`config.mk`:
```
export PLATFORM = sky130hd
export DESIGN_NAME = ip_range_list_binary_parser_top_flat
export DESIGN_NICKNAME = d
export VERILOG_FILES = /design/src/rtl/rilbp_pkg.sv /design/src/rtl/rilbp_if.sv /design/src/rtl/rilbp_parse.sv /design/src/rtl/rilbp_outbuf.sv /design/src/rtl/ip_range_list_binary_parser_top.sv /design/src/flat_wrapper.sv
export SDC_FILE = /design/constraint.sdc
export NUM_CORES = 1
export LEC_CHECK = 0
export ABC_CLOCK_PERIOD_IN_PS = 7500
export BUFFER_PORTS_ARGS = -buffer_cell sky130_fd_sc_hd__buf_2
export CORE_AREA = 5 5 185 187
export DETAILED_ROUTE_END_ITERATION = 8
export DIE_AREA = 0 0 190 192
export HOLD_SLACK_MARGIN = 0.12
export PLACE_DENSITY_LB_ADDON = 0.3
export REMOVE_ABC_BUFFERS = 1
export SYNTH_ARGS = -nofsm -noshare
export SYNTH_HDL_FRONTEND = slang
export SYNTH_SLANG_ARGS = --single-unit
```
`constraint.sdc`:
```
create_clock -name clk -period 7.5 [get_ports clk]
set_input_delay 1.5 -clock clk [delete_from_list [all_inputs] [get_ports clk]]
set_output_delay 1.5 -clock clk [all_outputs]
set_load 0.02 [all_outputs]
```
`src/rtl/rilbp_pkg.sv`:
```
// shared types, codes and constants of the address-range list parser
package rilbp_pkg;

  // parse phases
  typedef enum logic [3:0] {
    PH_MAGIC     = 4'd0,
    PH_VERSION   = 4'd1,
    PH_V12_NAME  = 4'd2,
    PH_V12_FIRST = 4'd3,
    PH_V12_LAST  = 4'd4,
    PH_V3_NCOUNT = 4'd5,
    PH_V3_NAMES  = 4'd6,
    PH_V3_RCOUNT = 4'd7,
    PH_V3_IDX    = 4'd8,
    PH_V3_FIRST  = 4'd9,
    PH_V3_LAST   = 4'd10,
    PH_DONE      = 4'd11,
    PH_ERROR     = 4'd12
  } phase_t;

  // result kinds
  typedef logic [1:0] kind_t;
  localparam kind_t KIND_RANGE = 2'd0;
  localparam kind_t KIND_DONE  = 2'd1;
  localparam kind_t KIND_ERR   = 2'd2;

  // header bytes before the version
  localparam int unsigned MAGIC_LEN = 7;

  // accepted version codes
  localparam logic [7:0] VER_V1 = 8'd1;
  localparam logic [7:0] VER_V2 = 8'd2;
  localparam logic [7:0] VER_V3 = 8'd3;

  // name terminator
  localparam logic [7:0] NAME_END = 8'h00;

  function automatic logic [7:0] magic_byte(input logic [2:0] idx);
    logic [7:0] b;
    case (idx)
      3'd0:    b = 8'hFF;
      3'd1:    b = 8'hFF;
      3'd2:    b = 8'hFF;
      3'd3:    b = 8'hFF;
      3'd4:    b = 8'h50;
      3'd5:    b = 8'h32;
      3'd6:    b = 8'h42;
      default: b = 8'h00;
    endcase
    return b;
  endfunction

  // one result item
  typedef struct packed {
    kind_t       kind;
    logic [31:0] first;
    logic [31:0] last;
    logic [31:0] rules;
    logic        run_end;
  } result_t;

  // results produced by one byte, in order
  typedef struct packed {
    logic [1:0] count;
    result_t    r0;
    result_t    r1;
  } push_t;

  // result buffer status
  typedef struct packed {
    logic [1:0] count;
    logic       room;
  } ob_stat_t;

endpackage

```
`src/rtl/rilbp_if.sv`:
```
// byte and result channel interfaces
interface rilbp_in_if;
  logic       valid;
  logic       ready;
  logic [7:0] data_byte;
  logic       stream_end;

  modport source (output valid, output data_byte, output stream_end, input ready);
  modport sink   (input valid, input data_byte, input stream_end, output ready);
endinterface

interface rilbp_out_if;
  logic        valid;
  logic        ready;
  logic [1:0]  result_kind;
  logic [31:0] range_first;
  logic [31:0] range_last;
  logic [31:0] rules_so_far;
  logic        run_end;

  modport source (output valid, output result_kind, output range_first, output range_last,
                  output rules_so_far, output run_end, input ready);
  modport sink   (input valid, input result_kind, input range_first, input range_last,
                  input rules_so_far, input run_end, output ready);
endinterface

```
`src/rtl/rilbp_parse.sv`:
```
// parse state and single-byte step logic
module rilbp_parse (
  input  logic                clk,
  input  logic                rst_n,
  input  logic                step_en,
  input  logic [7:0]          data_byte,
  input  logic                stream_end,
  output rilbp_pkg::push_t    push
);

  rilbp_pkg::phase_t phase_r, phase_nxt;
  logic [2:0]  idx_r, idx_nxt;
  logic [31:0] word_r, word_nxt;
  logic [31:0] first_r, first_nxt;
  logic [31:0] names_r, names_nxt;
  logic [31:0] ranges_r, ranges_nxt;
  logic [31:0] total_r, total_nxt;

  logic        fail;
  logic        emit;
  logic        report;
  logic        clean;
  logic        was_error;
  logic        word_done;
  logic [31:0] word_in;
  rilbp_pkg::result_t range_res;
  rilbp_pkg::result_t report_res;

  always_comb begin
    phase_nxt  = phase_r;
    idx_nxt    = idx_r;
    word_nxt   = word_r;
    first_nxt  = first_r;
    names_nxt  = names_r;
    ranges_nxt = ranges_r;
    total_nxt  = total_r;
    fail       = 1'b0;
    emit       = 1'b0;
    was_error  = (phase_r == rilbp_pkg::PH_ERROR);
    word_done  = (idx_r == 3'd3);
    word_in    = {word_r[23:0], data_byte};

    case (phase_r)
      rilbp_pkg::PH_MAGIC: begin
        if (data_byte != rilbp_pkg::magic_byte(idx_r)) begin
          fail = 1'b1;
        end else if (idx_r == 3'(rilbp_pkg::MAGIC_LEN - 1)) begin
          idx_nxt   = 3'd0;
          phase_nxt = rilbp_pkg::PH_VERSION;
        end else begin
          idx_nxt = idx_r + 3'd1;
        end
      end
      rilbp_pkg::PH_VERSION: begin
        idx_nxt = 3'd0;
        if (data_byte == rilbp_pkg::VER_V1 || data_byte == rilbp_pkg::VER_V2) begin
          phase_nxt = rilbp_pkg::PH_V12_NAME;
        end else if (data_byte == rilbp_pkg::VER_V3) begin
          phase_nxt = rilbp_pkg::PH_V3_NCOUNT;
        end else begin
          fail = 1'b1;
        end
      end
      rilbp_pkg::PH_V12_NAME: begin
        if (data_byte == rilbp_pkg::NAME_END) begin
          idx_nxt   = 3'd0;
          phase_nxt = rilbp_pkg::PH_V12_FIRST;
        end else begin
          idx_nxt = 3'd1;
        end
      end
      rilbp_pkg::PH_V12_FIRST: begin
        word_nxt = word_in;
        idx_nxt  = word_done ? 3'd0 : idx_r + 3'd1;
        if (word_done) begin
          first_nxt = word_in;
          phase_nxt = rilbp_pkg::PH_V12_LAST;
        end
      end
      rilbp_pkg::PH_V12_LAST: begin
        word_nxt = word_in;
        idx_nxt  = word_done ? 3'd0 : idx_r + 3'd1;
        if (word_done) begin
          emit      = 1'b1;
          phase_nxt = rilbp_pkg::PH_V12_NAME;
        end
      end
      rilbp_pkg::PH_V3_NCOUNT: begin
        word_nxt = word_in;
        idx_nxt  = word_done ? 3'd0 : idx_r + 3'd1;
        if (word_done) begin
          names_nxt = word_in;
          phase_nxt = (word_in != 32'd0) ? rilbp_pkg::PH_V3_NAMES : rilbp_pkg::PH_V3_RCOUNT;
        end
      end
      rilbp_pkg::PH_V3_NAMES: begin
        if (data_byte == rilbp_pkg::NAME_END) begin
          names_nxt = names_r - 32'd1;
          if (names_r == 32'd1) begin
            phase_nxt = rilbp_pkg::PH_V3_RCOUNT;
          end
        end
      end
      rilbp_pkg::PH_V3_RCOUNT: begin
        word_nxt = word_in;
        idx_nxt  = word_done ? 3'd0 : idx_r + 3'd1;
        if (word_done) begin
          ranges_nxt = word_in;
          phase_nxt  = (word_in != 32'd0) ? rilbp_pkg::PH_V3_IDX : rilbp_pkg::PH_DONE;
        end
      end
      rilbp_pkg::PH_V3_IDX: begin
        word_nxt = word_in;
        idx_nxt  = word_done ? 3'd0 : idx_r + 3'd1;
        if (word_done) begin
          phase_nxt = rilbp_pkg::PH_V3_FIRST;
        end
      end
      rilbp_pkg::PH_V3_FIRST: begin
        word_nxt = word_in;
        idx_nxt  = word_done ? 3'd0 : idx_r + 3'd1;
        if (word_done) begin
          first_nxt = word_in;
          phase_nxt = rilbp_pkg::PH_V3_LAST;
        end
      end
      rilbp_pkg::PH_V3_LAST: begin
        word_nxt = word_in;
        idx_nxt  = word_done ? 3'd0 : idx_r + 3'd1;
        if (word_done) begin
          emit       = 1'b1;
          ranges_nxt = ranges_r - 32'd1;
          phase_nxt  = (ranges_r != 32'd1) ? rilbp_pkg::PH_V3_IDX : rilbp_pkg::PH_DONE;
        end
      end
      default: begin
      end
    endcase

    if (emit && total_r != 32'hFFFF_FFFF) begin
      total_nxt = total_r + 32'd1;
    end

    if (fail) begin
      phase_nxt = rilbp_pkg::PH_ERROR;
    end

    clean  = (phase_nxt == rilbp_pkg::PH_DONE) ||
             (phase_nxt == rilbp_pkg::PH_V12_NAME && idx_nxt == 3'd0);
    report = fail || (stream_end && !was_error);

    range_res.kind    = rilbp_pkg::KIND_RANGE;
    range_res.first   = first_r;
    range_res.last    = word_in;
    range_res.rules   = total_nxt;
    range_res.run_end = !report;

    report_res.kind    = (!fail && clean) ? rilbp_pkg::KIND_DONE : rilbp_pkg::KIND_ERR;
    report_res.first   = 32'd0;
    report_res.last    = 32'd0;
    report_res.rules   = total_nxt;
    report_res.run_end = 1'b1;

    push.count = {1'b0, emit} + {1'b0, report};
    if (emit) begin
      push.r0 = range_res;
      push.r1 = report_res;
    end else begin
      push.r0 = report_res;
      push.r1 = '0;
    end

    // last byte of a stream returns to the header phase
    if (stream_end) begin
      phase_nxt  = rilbp_pkg::PH_MAGIC;
      idx_nxt    = 3'd0;
      word_nxt   = 32'd0;
      first_nxt  = 32'd0;
      names_nxt  = 32'd0;
      ranges_nxt = 32'd0;
      total_nxt  = 32'd0;
    end
  end

  always_ff @(posedge clk) begin
    if (!rst_n) begin
      phase_r  <= rilbp_pkg::PH_MAGIC;
      idx_r    <= 3'd0;
      word_r   <= 32'd0;
      first_r  <= 32'd0;
      names_r  <= 32'd0;
      ranges_r <= 32'd0;
      total_r  <= 32'd0;
    end else if (step_en) begin
      phase_r  <= phase_nxt;
      idx_r    <= idx_nxt;
      word_r   <= word_nxt;
      first_r  <= first_nxt;
      names_r  <= names_nxt;
      ranges_r <= ranges_nxt;
      total_r  <= total_nxt;
    end
  end

endmodule

```
`src/rtl/rilbp_outbuf.sv`:
```
// two-slot result buffer, head slot drives the result channel
module rilbp_outbuf (
  input  logic                  clk,
  input  logic                  rst_n,
  input  logic                  push_en,
  input  rilbp_pkg::push_t      push,
  input  logic                  pop,
  output rilbp_pkg::result_t    head,
  output rilbp_pkg::ob_stat_t   stat
);

  rilbp_pkg::result_t slot0_r, slot0_nxt;
  rilbp_pkg::result_t slot1_r, slot1_nxt;
  logic [1:0] count_r, count_nxt;
  logic [1:0] cnt_after;

  always_comb begin
    cnt_after = count_r - {1'b0, pop};
    slot0_nxt = pop ? slot1_r : slot0_r;
    slot1_nxt = slot1_r;
    count_nxt = cnt_after;
    // new results only land in an empty buffer
    if (push_en && push.count != 2'd0) begin
      slot0_nxt = push.r0;
      slot1_nxt = push.r1;
      count_nxt = push.count;
    end
  end

  always_ff @(posedge clk) begin
    if (!rst_n) begin
      count_r <= 2'd0;
    end else begin
      count_r <= count_nxt;
    end
  end

  always_ff @(posedge clk) begin
    slot0_r <= slot0_nxt;
    slot1_r <= slot1_nxt;
  end

  assign head       = slot0_r;
  assign stat.count = count_r;
  assign stat.room  = (cnt_after == 2'd0);

endmodule

```
`src/rtl/ip_range_list_binary_parser_top.sv`:
```
// top level of the binary address-range list parser
//
//  channel   dir  handshake      payload
//  in_chan   in   valid/ready    data_byte[7:0], stream_end
//  out_chan  out  valid/ready    result_kind[1:0], range_first[31:0], range_last[31:0],
//                                rules_so_far[31:0], run_end
//
// one byte per cycle while results fit: a byte lands in the input register, is parsed
// from there and its results are registered into the result buffer that drives out_chan
// a byte that completes a record and ends the stream gives two results, which drain
// one at a time; that drain is what sets the rate in that case
// a byte waits in the input register until the result buffer is empty after this
// cycle's pop; a byte with no result never waits
// rst_n is synchronous, active low, and returns the parser to the header phase
module ip_range_list_binary_parser_top (
  input logic          clk,
  input logic          rst_n,
  rilbp_in_if.sink     in_chan,
  rilbp_out_if.source  out_chan
);

  // input register
  logic       inq_valid_r;
  logic [7:0] inq_byte_r;
  logic       inq_end_r;

  rilbp_pkg::push_t    push;
  rilbp_pkg::result_t  head;
  rilbp_pkg::ob_stat_t ob_stat;

  logic fire_proc;
  logic in_fire;
  logic pop;

  // parse the held byte when its results fit, or when it makes none
  assign fire_proc = inq_valid_r && (ob_stat.room || push.count == 2'd0);
  assign in_chan.ready = !inq_valid_r || fire_proc;
  assign in_fire = in_chan.valid && in_chan.ready;
  assign pop = out_chan.valid && out_chan.ready;

  always_ff @(posedge clk) begin
    if (!rst_n) begin
      inq_valid_r <= 1'b0;
    end else if (in_fire) begin
      inq_valid_r <= 1'b1;
    end else if (fire_proc) begin
      inq_valid_r <= 1'b0;
    end
  end

  // payload holds no reset
  always_ff @(posedge clk) begin
    if (in_fire) begin
      inq_byte_r <= in_chan.data_byte;
      inq_end_r  <= in_chan.stream_end;
    end
  end

  rilbp_parse u_parse (
    .clk        (clk),
    .rst_n      (rst_n),
    .step_en    (fire_proc),
    .data_byte  (inq_byte_r),
    .stream_end (inq_end_r),
    .push       (push)
  );

  rilbp_outbuf u_outbuf (
    .clk     (clk),
    .rst_n   (rst_n),
    .push_en (fire_proc),
    .push    (push),
    .pop     (pop),
    .head    (head),
    .stat    (ob_stat)
  );

  assign out_chan.valid        = (ob_stat.count != 2'd0);
  assign out_chan.result_kind  = head.kind;
  assign out_chan.range_first  = head.first;
  assign out_chan.range_last   = head.last;
  assign out_chan.rules_so_far = head.rules;
  assign out_chan.run_end      = head.run_end;

  // buffer never holds more than two results
  a_count_max: assert property (@(posedge clk) disable iff (!rst_n)
    ob_stat.count != 2'd3)
    else $error("result buffer overfilled");

  // a result that is not the last of its byte always has its follower queued
  a_pair_queued: assert property (@(posedge clk) disable iff (!rst_n)
    pop && !out_chan.run_end |-> ob_stat.count == 2'd2)
    else $error("first result of a pair without its follower");

  // a two-result byte is a range followed by the closing report
  a_pair_order: assert property (@(posedge clk) disable iff (!rst_n)
    fire_proc && push.count == 2'd2 |->
      push.r0.kind == rilbp_pkg::KIND_RANGE && !push.r0.run_end && push.r1.run_end)
    else $error("bad result pair order");

  // a held byte is never stuck behind an empty buffer
  a_no_stall: assert property (@(posedge clk) disable iff (!rst_n)
    inq_valid_r && ob_stat.count == 2'd0 |-> fire_proc)
    else $error("byte held while result buffer empty");

endmodule
```
`src/flat_wrapper.sv`:
```
// flat-port wrapper written by rule: the top's interface ports become plain ports
module ip_range_list_binary_parser_top_flat 
  (clk, rst_n, in_chan_valid, in_chan_data_byte, in_chan_stream_end, in_chan_ready, out_chan_valid, out_chan_result_kind, out_chan_range_first, out_chan_range_last, out_chan_rules_so_far, out_chan_run_end, out_chan_ready);
  rilbp_in_if in_chan_i ();
  rilbp_out_if out_chan_i ();
  input logic clk;
  input logic rst_n;
  input wire logic [$bits(in_chan_i.valid)-1:0] in_chan_valid;
  input wire logic [$bits(in_chan_i.data_byte)-1:0] in_chan_data_byte;
  input wire logic [$bits(in_chan_i.stream_end)-1:0] in_chan_stream_end;
  output wire logic [$bits(in_chan_i.ready)-1:0] in_chan_ready;
  output wire logic [$bits(out_chan_i.valid)-1:0] out_chan_valid;
  output wire logic [$bits(out_chan_i.result_kind)-1:0] out_chan_result_kind;
  output wire logic [$bits(out_chan_i.range_first)-1:0] out_chan_range_first;
  output wire logic [$bits(out_chan_i.range_last)-1:0] out_chan_range_last;
  output wire logic [$bits(out_chan_i.rules_so_far)-1:0] out_chan_rules_so_far;
  output wire logic [$bits(out_chan_i.run_end)-1:0] out_chan_run_end;
  input wire logic [$bits(out_chan_i.ready)-1:0] out_chan_ready;
  assign in_chan_i.valid = in_chan_valid;
  assign in_chan_i.data_byte = in_chan_data_byte;
  assign in_chan_i.stream_end = in_chan_stream_end;
  assign in_chan_ready = in_chan_i.ready;
  assign out_chan_valid = out_chan_i.valid;
  assign out_chan_result_kind = out_chan_i.result_kind;
  assign out_chan_range_first = out_chan_i.range_first;
  assign out_chan_range_last = out_chan_i.range_last;
  assign out_chan_rules_so_far = out_chan_i.rules_so_far;
  assign out_chan_run_end = out_chan_i.run_end;
  assign out_chan_i.ready = out_chan_ready;
  ip_range_list_binary_parser_top u_core (.clk(clk), .rst_n(rst_n), .in_chan(in_chan_i), .out_chan(out_chan_i));
endmodule
```
== Word-level counts from Yosys, hierarchy flattened ==
Index checks and enable logic that the tools add are counted.
Word-level totals
  word-level logic and storage cells: 152
  output and inout bits: 101
  register bits after elaboration: 369
Cells by class
  multiplexer cells: 54
  add/sub/neg operators: 6
  reduce and logical (&&, ||, !) cells: 41
  equal/unequal tests: 30
Operators with widths (count)
  2-to-1 mux 32 bit: 9
  2-to-1 mux 198 bit: 1
  2-to-1 mux 99 bit: 2
  case mux 32 bit (2 select lines): 2
  2-to-1 mux 4 bit: 16
  subtractor 32 x 1 -> 32 bit (second input constant): 2
  2-to-1 mux 24 bit: 2
  case mux 4 bit (11 select lines): 1
  adder 32 x 1 -> 32 bit (second input constant): 1
  equality test 32 x 1 -> 1 bit (second input constant): 1
  != test 32 x 1 -> 1 bit (second input constant): 1
  != test 32 bit (second input constant): 1
  case mux 8 bit (4 select lines): 1
  nonzero test 32 bit: 1
  equality test 4 bit (second input constant): 5
  equality test 4 x 3 -> 1 bit (second input constant): 4
  equality test 8 x 2 -> 1 bit (second input constant): 2
  nonzero test 2 bit: 7
  equality test 4 x 2 -> 1 bit (second input constant): 3
  2-to-1 mux 3 bit: 4
  != test 3 x 2 -> 1 bit (second input constant): 4
  case mux 3 bit (4 select lines): 1
  equality test 3 bit (second input constant): 3
  2-to-1 mux 1 bit: 9
  25 further kinds: 48

== Logic depth before layout (Yosys ltp) ==
Gate-level depths: netlist of run 1.
  word-level depth: 15
  mapped depth: 22
  gate-level depth less buffers: 17

== By module ==
From an unflattened synthesis of run 1, not the netlist that was laid out.
Second synthesis, totals
  cell total of the unflattened synthesis: 1901
  area total of the unflattened synthesis: 19329.8 µm²
By module, submodules not included
  rilbp_parse: area an instance 11257.0 µm², cells each 1560, instances 1, sequential area each 3183.1 µm²
  rilbp_outbuf: area an instance 7723.7 µm², cells each 323, instances 1, sequential area each 5985.7 µm²
  ip_range_list_binary_parser_top: area an instance 349.1 µm², cells each 18, instances 1, sequential area each 290.3 µm²

== Worst setup path after synthesis of run 1 ==
Ideal clock, no wire load.
  path type: flip-flop to flip-flop
  start point: reg u_core.u_parse.idx_r[0]
  end point: reg u_core.u_outbuf.slot0_r (netlist bit u_core.u_outbuf.head[0]), enable pin
  data required time: 7026 ps
  buffers on the path: 4
  setup time: 474 ps
  setup slack: 1387 ps
  stages on the path, launching flop included: 18
  arrival: 5639 ps
  path through: dfxtp_1 ha_1 ha_1 buf_2 a2111oi_1 xnor2_1 or4_4 a21oi_1 nand2_1 inv_1 ha_1 a21oi_1 nor2b_1 clkbuf_1 nand2b_1 clkbuf_1 clkbuf_1 nand2b_1
On the way
  cells in the longest elaborated chain, start to end: 14
  elaborated cells on any way between the ends: 23
  those cells by class: 1 x add/sub; 7 x eq/ne; 6 x mux; 9 x reduce/logical
Ends and longest elaborated chain
  start: declaration: RTL line rilbp_parse.sv:12  | logic [2:0] idx_r, idx_nxt;
  start signal: assignment: RTL line rilbp_parse.sv:196  | idx_r <= idx_nxt;
  equality test 3 x 2 -> 1 bit (tied with other cells): RTL line rilbp_pkg.sv:40, rilbp_parse.sv:40
  OR reduction 4 bit (no source line)
  case mux 8 bit (4 select lines): RTL line rilbp_pkg.sv:40  | case (idx)
  2-to-1 mux 8 bit: RTL line rilbp_parse.sv:43  | case (phase_r)
  != test 8 bit: RTL line rilbp_parse.sv:45  | if (data_byte != rilbp_pkg::magic_byte(idx_r)) begin
  2-to-1 mux 1 bit: RTL line rilbp_parse.sv:45
  case mux 1 bit (2 select lines): RTL line rilbp_parse.sv:43
  logical OR 1 bit: RTL line rilbp_parse.sv:150  | report = fail || (stream_end && !was_error);
  adder 1 x 1 -> 2 bit *: RTL line rilbp_parse.sv:164  | push.count = {1'b0, emit} + {1'b0, report};
  zero test 2 bit: RTL line ip_range_list_binary_parser_top.sv:36  | assign fire_proc = inq_valid_r && (ob_stat.room || push.count == 2'd0);
  logical OR 1 bit: RTL line ip_range_list_binary_parser_top.sv:36
  logical AND 1 bit: RTL line ip_range_list_binary_parser_top.sv:36
  logical AND 1 bit *: RTL line rilbp_outbuf.sv:23  | if (push_en && push.count != 2'd0) begin
  nonzero test 2 bit (no source line) *
  end signal: assignment: RTL line rilbp_outbuf.sv:39  | slot0_r <= slot0_nxt;
  end: declaration: RTL line rilbp_outbuf.sv:12  | rilbp_pkg::result_t slot0_r, slot0_nxt;
Mark *: on every way between the ends. The rest lies on a longest branch, timed or not. The select of a mux whose other input is x is not followed.
A chain may end at the register's enable or synchronous reset.

== Worst setup path in the final report of run 1 ==
  start point: reg u_core.u_parse.idx_r[0]
  end point: reg u_core.u_outbuf.slot0_r (netlist bit u_core.u_outbuf.head[52]), enable pin
Same word-level chain as after synthesis.

==> summary.md, run 1 <==
| Metric | Value |
|---|---|
| Vias/cell | `5.790` |
| CP required | `7.62 ns` |
| Worst VDD drop | `0.2645 mV` |
| Combinational Power Share | `26.4%` |
| Nature of the critical path endpoint | `flip-flop` |
| Highest metal used | `met4` |
| Final setup viols | `0` |
| Root Driver | `clkbuf_16` |
| Unrepaired setup endpoints after global routing | `false` |
| CP delay by family, top | `buffers and inverters` |
| Worst path cell trace | `ha_1, ha_1, inv_1, a22o_1, mux2i_1, or4_4, a21oi_1, nand2_1, inv_1, ha_1, a21oi_1, nor2b_2, buf_4, nand2b_2, buf_4, nand2b_4, buf_4` |
| Peak Freq | `181.9 MHz` |
| Register area | `7537 um^2` |
| Inst Count DP | `2,150` |
| Final Hold Vio Count | `0` |
| Worst hold path depth | `2` |
| Largest net degree at the start of global routing | `94` |
| Total power after layout | `5.398 mW` |
| Initial core utilization | `46.31%` |
| Crit-path max FO | `93` |
| DIE WIDTH | `190 um` |
| HP Class | `reg -> reg` |
| Reg-to-reg slack, setup | `2.00 ns` |
| Yosys reg bits | `305` |
| Antenna Nets Post-Route | `0` |
| Crit start category | `flip-flop` |
| Final period util | `73.29%` |
| Iter 0 DRT Violations | `1,217` |
| Final WL | `40,660 um` |
| Clock share of power | `31.4%` |
| Num CTS Buffers | `34` |
| Cell area after technology mapping | `14,950 um^2` |
| EDFF count, synth | `143` |
| Slew @ Worst Pin | `1.172 ns` |
| Die area | `36,480 um^2` |
| Routed length on met2 | `18,330 um` |
| Sw Pwr | `1.849 mW` |
| Ys flop type | `dfxtp_1` |
| Via count | `12,800` |
| Worst EP arrival | `5.61 ns` |
| Initial antenna violation count | `0` |
| Post-CTS Setup Bufs | `0` |
| Post-Synthesis Cells | `1,691` |
| CTS H-tree lvls | `2` |
| Core area | `32,290 um^2` |
| Lkg Pwr | `6.141 nW` |
| Crit path max-delay cell type | `buf_4` |
| Hold buffer count at cts | `0` |
| DP Area | `15,810 um^2` |
| Status | `finished clean` |
| Total gr overflow | `0` |
| CP Buf/Inv Count | `5` |
| Clock Pin Slew Worst Setup and Hold Paths | `0.06 ns` |
| Clock Path Buffers | `3` |
| Nets@finish | `1,772` |
| Worst reg2reg path depth | `17` |
| Met1 Wirelength | `17,990 um` |
| Die Y | `192 um` |
| Pwr/cell area | `318.4 nW/um^2` |
| Filler cell count | `2,942` |
| Area of the multi-input gates | `6917 um^2` |
| RR Startpoint | `u_core.u_parse.idx_r[0]` |
| Final slew viol count | `0` |
| WP depth | `17` |
| DRT Pass-1 Iters | `5` |
| WL met3 | `3282 um` |
| Sink Count | `305` |
| Avg Synthesized Cell Area | `8.843 um^2` |
| Setup TNS Final | `0 ns` |
| Skew final | `0.01532 ns` |
| Post-detail-place hpwl | `26,300 um` |
| Max-cap viol count | `0` |
| Yosys warnings | `0` |
| CTS resizes | `0` |
| Layout cells sized above 1 | `12.05%` |
| Clock period minus worst slack | `5.497 ns` |
| Switching share of power | `34.26%` |
| Worst hold start | `u_core.u_parse.first_r[10]` |
| GP Congestion | `0.9182` |
| Clock Latency Late Sink | `0.52 ns` |
| Netlist cell types | `72` |
| R2R Path End | `u_core.u_outbuf.head[52]` |
| First-pass GRT wire length | `64,520 um` |
| Register area share after synthesis | `50.40%` |
| Tot GR Track Use | `21.69%` |
| Antenna fix cells | `0` |
| Final instance area | `16,950 um^2` |
| Sequential share of power | `42.2%` |
| Async SR Flop Fraction | `0%` |
| Worst Hold End | `u_core.u_parse.first_r[10]` |
| Post-Layout Cell Count | `2,210` |
| Number of buffers added on ports | `113` |
| Number of remaining DRC errors | `0` |
| Int Power | `3.549 mW` |
| Setup CP Type | `reg -> reg` |
| CTS tree | `done` |
| Avg WL per Cell | `18.40 um` |
| Ports | `114` |
| # rows | `66` |
| Synthesis-to-layout area growth | `13.35%` |
| Worst slew margin relative to its limit | `21.87%` |
| Vias in the first global route | `11,980` |
| CP max stage delay | `0.83 ns` |
layout make-up:
type / instances / area share, %
sequential: 305 / 44.47
inverter: 20 / 0.4429
clock buffer: 46 / 5.581
clock inverter: 14 / 1.129
tap: 442 / 3.263
timing repair buffer: 135 / 4.311
multi-input combinational: 1248 / 40.81
routing by layer:
layer  vias to the layer above  track usage, %
li1                       6160               -
met1                      6079           30.30
met2                       486           34.86
met3                        71           3.217
met4                         0           7.040
met5                         -               0
sequential cells by signal (all words and copies together) (netlist names):
signal and flops:
u_core.u_parse.idx_r 3, u_core.inq_byte_r 8, u_core.u_parse.total_r 32, u_core.u_parse.word_r 24, u_core.u_parse.ranges_r 32, u_core.u_outbuf.count_r 2, u_core.u_parse.first_r 32, u_core.u_parse.names_r 32
u_core.u_outbuf.slot1_r 35, u_core.u_parse.phase_r 4, u_core.inq_valid_r 1, u_core.inq_end_r 1, u_core.u_outbuf.head 99
layout by cell type, fill, tap and decap left out, types with 12 or more instances in the layout:
master / synthesis / layout
a21oi_1: 137 / 137
nor2_1: 188 / 188
o21ai_0: 141 / 139
ha_1: 15 / 15
nand3_1: 32 / 32
and2_1: 21 / 21
buf_4: 1 / 22
nor4_1: 28 / 28
xnor2_1: 37 / 37
edfxtp_1: 143 / 143
or4_1: 12 / 12
nor3_1: 38 / 37
a21boi_0: 12 / 12
dfxtp_1: 162 / 162
xor2_1: 13 / 13
nand2_1: 230 / 230
clkbuf_16: 0 / 34
nand4_1: 13 / 13
inv_1: 17 / 16
a22oi_1: 38 / 38
buf_2: 2 / 113
and3_1: 75 / 75
a31oi_1: 13 / 13
nor2b_1: 57 / 56
how the worst max path moves through the flow:
stage,start,endpoint,slack [ns]
after floorplan,u_core.u_parse.idx_r[0],u_core.u_outbuf.head[0],-0.03
after global placement,u_core.u_parse.idx_r[0],u_core.u_outbuf.head[59],2.19
after detailed placement,u_core.u_parse.idx_r[0],u_core.u_outbuf.head[60],2.00
after CTS,u_core.u_parse.idx_r[0],u_core.u_outbuf.head[52],1.99
after global routing,u_core.u_parse.idx_r[0],u_core.u_outbuf.head[52],1.44
final,u_core.u_parse.idx_r[0],u_core.u_outbuf.head[52],2.00
cell usage after synthesis (12+ instances only):
| cell type | count | area [um^2] |
|---|---|---|
| a21boi_0 | 12 | 90.09 |
| a21oi_1 | 137 | 685.7 |
| a22oi_1 | 38 | 285.3 |
| a31oi_1 | 13 | 81.33 |
| and2_1 | 21 | 131.4 |
| and3_1 | 75 | 469.2 |
| clkbuf_1 | 107 | 401.6 |
| dfxtp_1 | 162 | 3243 |
| edfxtp_1 | 143 | 4294 |
| ha_1 | 15 | 187.7 |
| inv_1 | 17 | 63.81 |
| nand2_1 | 230 | 863.3 |
| nand3_1 | 32 | 160.2 |
| nand4_1 | 13 | 81.33 |
| nor2_1 | 188 | 705.7 |
| nor2b_1 | 57 | 356.6 |
| nor3_1 | 38 | 190.2 |
| nor4_1 | 28 | 175.2 |
| o21ai_0 | 141 | 705.7 |
| or4_1 | 12 | 90.09 |
| xnor2_1 | 37 | 324.1 |
| xor2_1 | 13 | 113.9 |
stage by stage:
step	hold WS, ns	worst slack, ns	util, %
floorplan	0.4319	-0.03033	-
global placement	0.4401	2.185	48.97
detailed placement	0.4452	2.002	48.97
CTS	0.4534	1.987	52.50
global route	0.4651	1.437	52.50
finish	0.4500	2.003	52.50
worst register-to-register path: cells and delay by family, from the launching register on:
family	cells	cell delay, ns
AOI/OAI and AO/OA	3	0.62
DFF	1	0.43
muxes	1	0.15
and+or+nand+nor	5	1.25
adders and majority gates	3	0.76
buffers and inverters	5	1.75
kinds of logic (layout without fill, tap and decap cells):
group / count (synthesis) / in the layout / synth area share (%)
AOI/OAI and AO/OA: 417 / 417 / 16.51
adders and majority gates: 15 / 15 / 1.255
DFF: 305 / 305 / 50.40
muxes: 6 / 6 / 0.4100
and+or+nand+nor: 760 / 760 / 24.94
buffers and inverters: 138 / 215 / 3.556
xor gates and xnor gates: 50 / 50 / 2.928
power groups by stage:
stage,sequential [mW],combinational (mW),clock (mW)
4_1_cts,2.28,1.43,1.73
5_1_grt,2.31,1.55,1.80
3_5_place_dp,2.31,1.43,0
3_3_place_gp,2.31,1.42,0
6_report,2.28,1.42,1.70
2_1_floorplan,2.60,0.615,0
(Power assumes the default switching activity.)
==> inputs of run 2 (changes only) <==
ABC_CLOCK_PERIOD_IN_PS = 4650   (was 7500)
clock period = 4.65 ns   (was 7.5 ns; I/O delays follow)
==> summary.md, run 2 (synthesized netlist as in run 1, its figures left out) <==
| Metric | Value |
|---|---|
| Worst EP arrival | `3.49 ns (-2.12 ns)` |
| Area of the multi-input gates | `6957 um^2 (+0.58%)` |
| Fin util | `53.27% (+0.78 points)` |
| Filler cell count | `2,925 (-0.58%)` |
| Setup TNS Final | `0 ns (unchanged)` |
| Lkg Pwr | `6.265 nW (+2.0%)` |
| Sink Count | `305 (unchanged)` |
| Unrepaired setup endpoints after global routing | `false` |
| Final period util | `95.07%` |
| Status | `finished clean` |
| DP Area | `15,960 um^2 (+0.96%)` |
| Iter 0 DRT Violations | `1,247 (+2.5%)` |
| Register area | `7541 um^2 (about the same)` |
| Vias in the first global route | `11,970 (-0.14%)` |
| CP delay by family, top | `simple AND/OR/NAND/NOR gates` |
| Final hold slack | `0.4507 ns (+0.0007070 ns)` |
| Pwr/cell area | `514.8 nW/um^2 (+62%)` |
| Crit start category | `flip-flop` |
| Number of remaining DRC errors | `0 (unchanged)` |
| Max-cap viol count | `0 (unchanged)` |
| Clock period minus worst slack | `4.421 ns` |
| Total power after layout | `8.854 mW (+64%)` |
| Root Driver | `clkbuf_16` |
| Number of buffers added on ports | `113 (unchanged)` |
| Most used cell, CP | `a21oi_1` |
| Avg WL per Cell | `18.23 um (-0.93%)` |
| CP required | `3.72 ns (-3.90 ns)` |
| Inst Count DP | `2,164 (+0.65%)` |
| Final slew viol count | `0 (unchanged)` |
| CTS H-tree lvls | `2 (unchanged)` |
| Clock Path Buffers | `3 (unchanged)` |
| Dpl ws | `0.2319 ns (-1.770 ns)` |
| Antenna Nets Post-Route | `0 (unchanged)` |
| Die Y | `192 um (unchanged)` |
| Largest net degree at the start of global routing | `74 (-21%)` |
| Post-Layout Cell Count | `2,228 (+0.81%)` |
| Max FFs per register | `99 (unchanged)` |
| Skew final | `0.02067 ns (+0.005357 ns)` |
| First-pass GRT wire length | `64,720 um (+0.31%)` |
| GP Congestion | `0.9149 (-0.36%)` |
| Num CTS Buffers | `35 (+2.9%)` |
| Initial antenna violation count | `0 (unchanged)` |
| Most frequent cells in the layout | `230 x nand2_1, 188 x nor2_1, 159 x dfxtp_1` |
| Ports | `114 (unchanged)` |
| Nature of the critical path endpoint | `primary output` |
| # rows | `66 (unchanged)` |
| Layout cells sized above 1 | `13.44% (+1.4 points)` |
| Initial core utilization | `46.31% (unchanged)` |
| Post-detail-place hpwl | `26,820 um (+2.0%)` |
| Worst path cell trace | `or4_1, a21oi_1, mux2i_1, or4_4, a21oi_1, nand2_1, inv_1, ha_1, a21oi_1, nand2_1, buf_2` |
| Die area | `36,480 um^2 (unchanged)` |
| Worst VDD drop | `0.2636 mV (-0.33%)` |
| HP Class | `reg -> reg` |
| Core area | `32,290 um^2 (unchanged)` |
| Crit path max-delay cell type | `edfxtp_1` |
| Crit-path max FO | `8 (-91%)` |
| Commonest non-fill, non-tap cell in the layout | `nand2_1` |
| Final instance area | `17,200 um^2 (+1.5%)` |
| Clock Latency Late Sink | `0.51 ns (about the same)` |
| CP max stage delay | `0.62 ns (-0.21 ns)` |
| Tot GR Track Use | `21.60% (-0.089 points)` |
| Hold buffer count at cts | `0 (unchanged)` |
| Via count | `12,900 (+0.84%)` |
| DIE WIDTH | `190 um (unchanged)` |
| Final worst setup slack | `0.2293 ns (-1.774 ns)` |
| DRT Pass-1 Iters | `5 (unchanged)` |
| Final WL | `40,610 um (-0.12%)` |
| CTS tree | `done` |
| Setup CP Type | `reg -> out` |
| Final setup viols | `0 (unchanged)` |
| Vias/cell | `5.791 (about the same)` |
| Post-CTS Setup Bufs | `0 (unchanged)` |
| CP Buf/Inv Count | `2 (-3)` |
| Slew @ Worst Pin | `0.9690 ns (-0.2030 ns)` |
| Antenna fix cells | `0 (unchanged)` |
| Nets@finish | `1,787 (+0.85%)` |
| Clock Pin Slew Worst Setup and Hold Paths | `0.06 ns (about the same)` |
| Synthesis-to-layout area growth | `15.02%` |
| Worst slew margin relative to its limit | `34.81% (+13 points)` |
| Peak Freq | `226.2 MHz` |
| Total gr overflow | `0 (unchanged)` |
| Final Hold Vio Count | `0 (unchanged)` |
## run 2: where the power goes
part           internal [mW]  switching [mW]
logic                  0.662            1.71
clock network           1.71            1.10
registers               3.46           0.207
## run 2: area by class of cell
| type | count | area share (%) |
|---|---|---|
| flip-flops and latches | 305 | 43.84 |
| multi-input cells | 1248 | 40.45 |
| clock buffers | 44 | 5.645 |
| repair buffers | 149 | 5.150 |
| well taps | 442 | 3.215 |
| clock inverters | 20 | 1.266 |
| inverters | 20 | 0.4365 |
## run 2: worst paths after layout
kind,depth (start not counted),startpoint,slack (ns),end
setup / recovery,11,u_core.inq_byte_r[3],0.23,in_chan_ready
hold / removal,2,u_core.u_parse.first_r[6],0.45,u_core.u_parse.first_r[6]
setup reg to reg,15,u_core.inq_byte_r[3],0.51,u_core.u_parse.ranges_r[23]
hold reg to reg,2,u_core.u_parse.first_r[6],0.45,u_core.u_parse.first_r[6]
## run 2: timing repair
item                                   4_1_cts  5_1_grt
setup endpoints to repair                    1       12
gates resized for setup                      2        8
endpoints found under the hold margin        0        0
## run 2: per-layer routing
| metal | wire length (um) | global-route usage, % | share of wire, % | vias to the layer above |
|---|---|---|---|---|
| li1 | - | - | - | 6203 |
| met1 | 18390 | 30.51 | 45 | 6212 |
| met2 | 18830 | 35.23 | 46 | 432 |
| met3 | 2610 | 3.290 | 6.4 | 56 |
| met4 | 781 | 5.092 | 1.9 | 0 |
| met5 | 0 | 0 | 0 | - |
## run 2: worst reg2reg max path, cell delays in order, from the launching register on
cell,delay [ns]
edfxtp_1,0.62
or4_1,0.54
a21oi_1,0.13
mux2i_1,0.12
or4_4,0.58
a21oi_1,0.22
nand2_1,0.14
inv_1,0.08
ha_1,0.15
a21oi_1,0.09
nor2b_2,0.37
o21ai_1,0.27
buf_4,0.31
o21ai_0,0.17
o21ai_0,0.10
and2_1,0.16
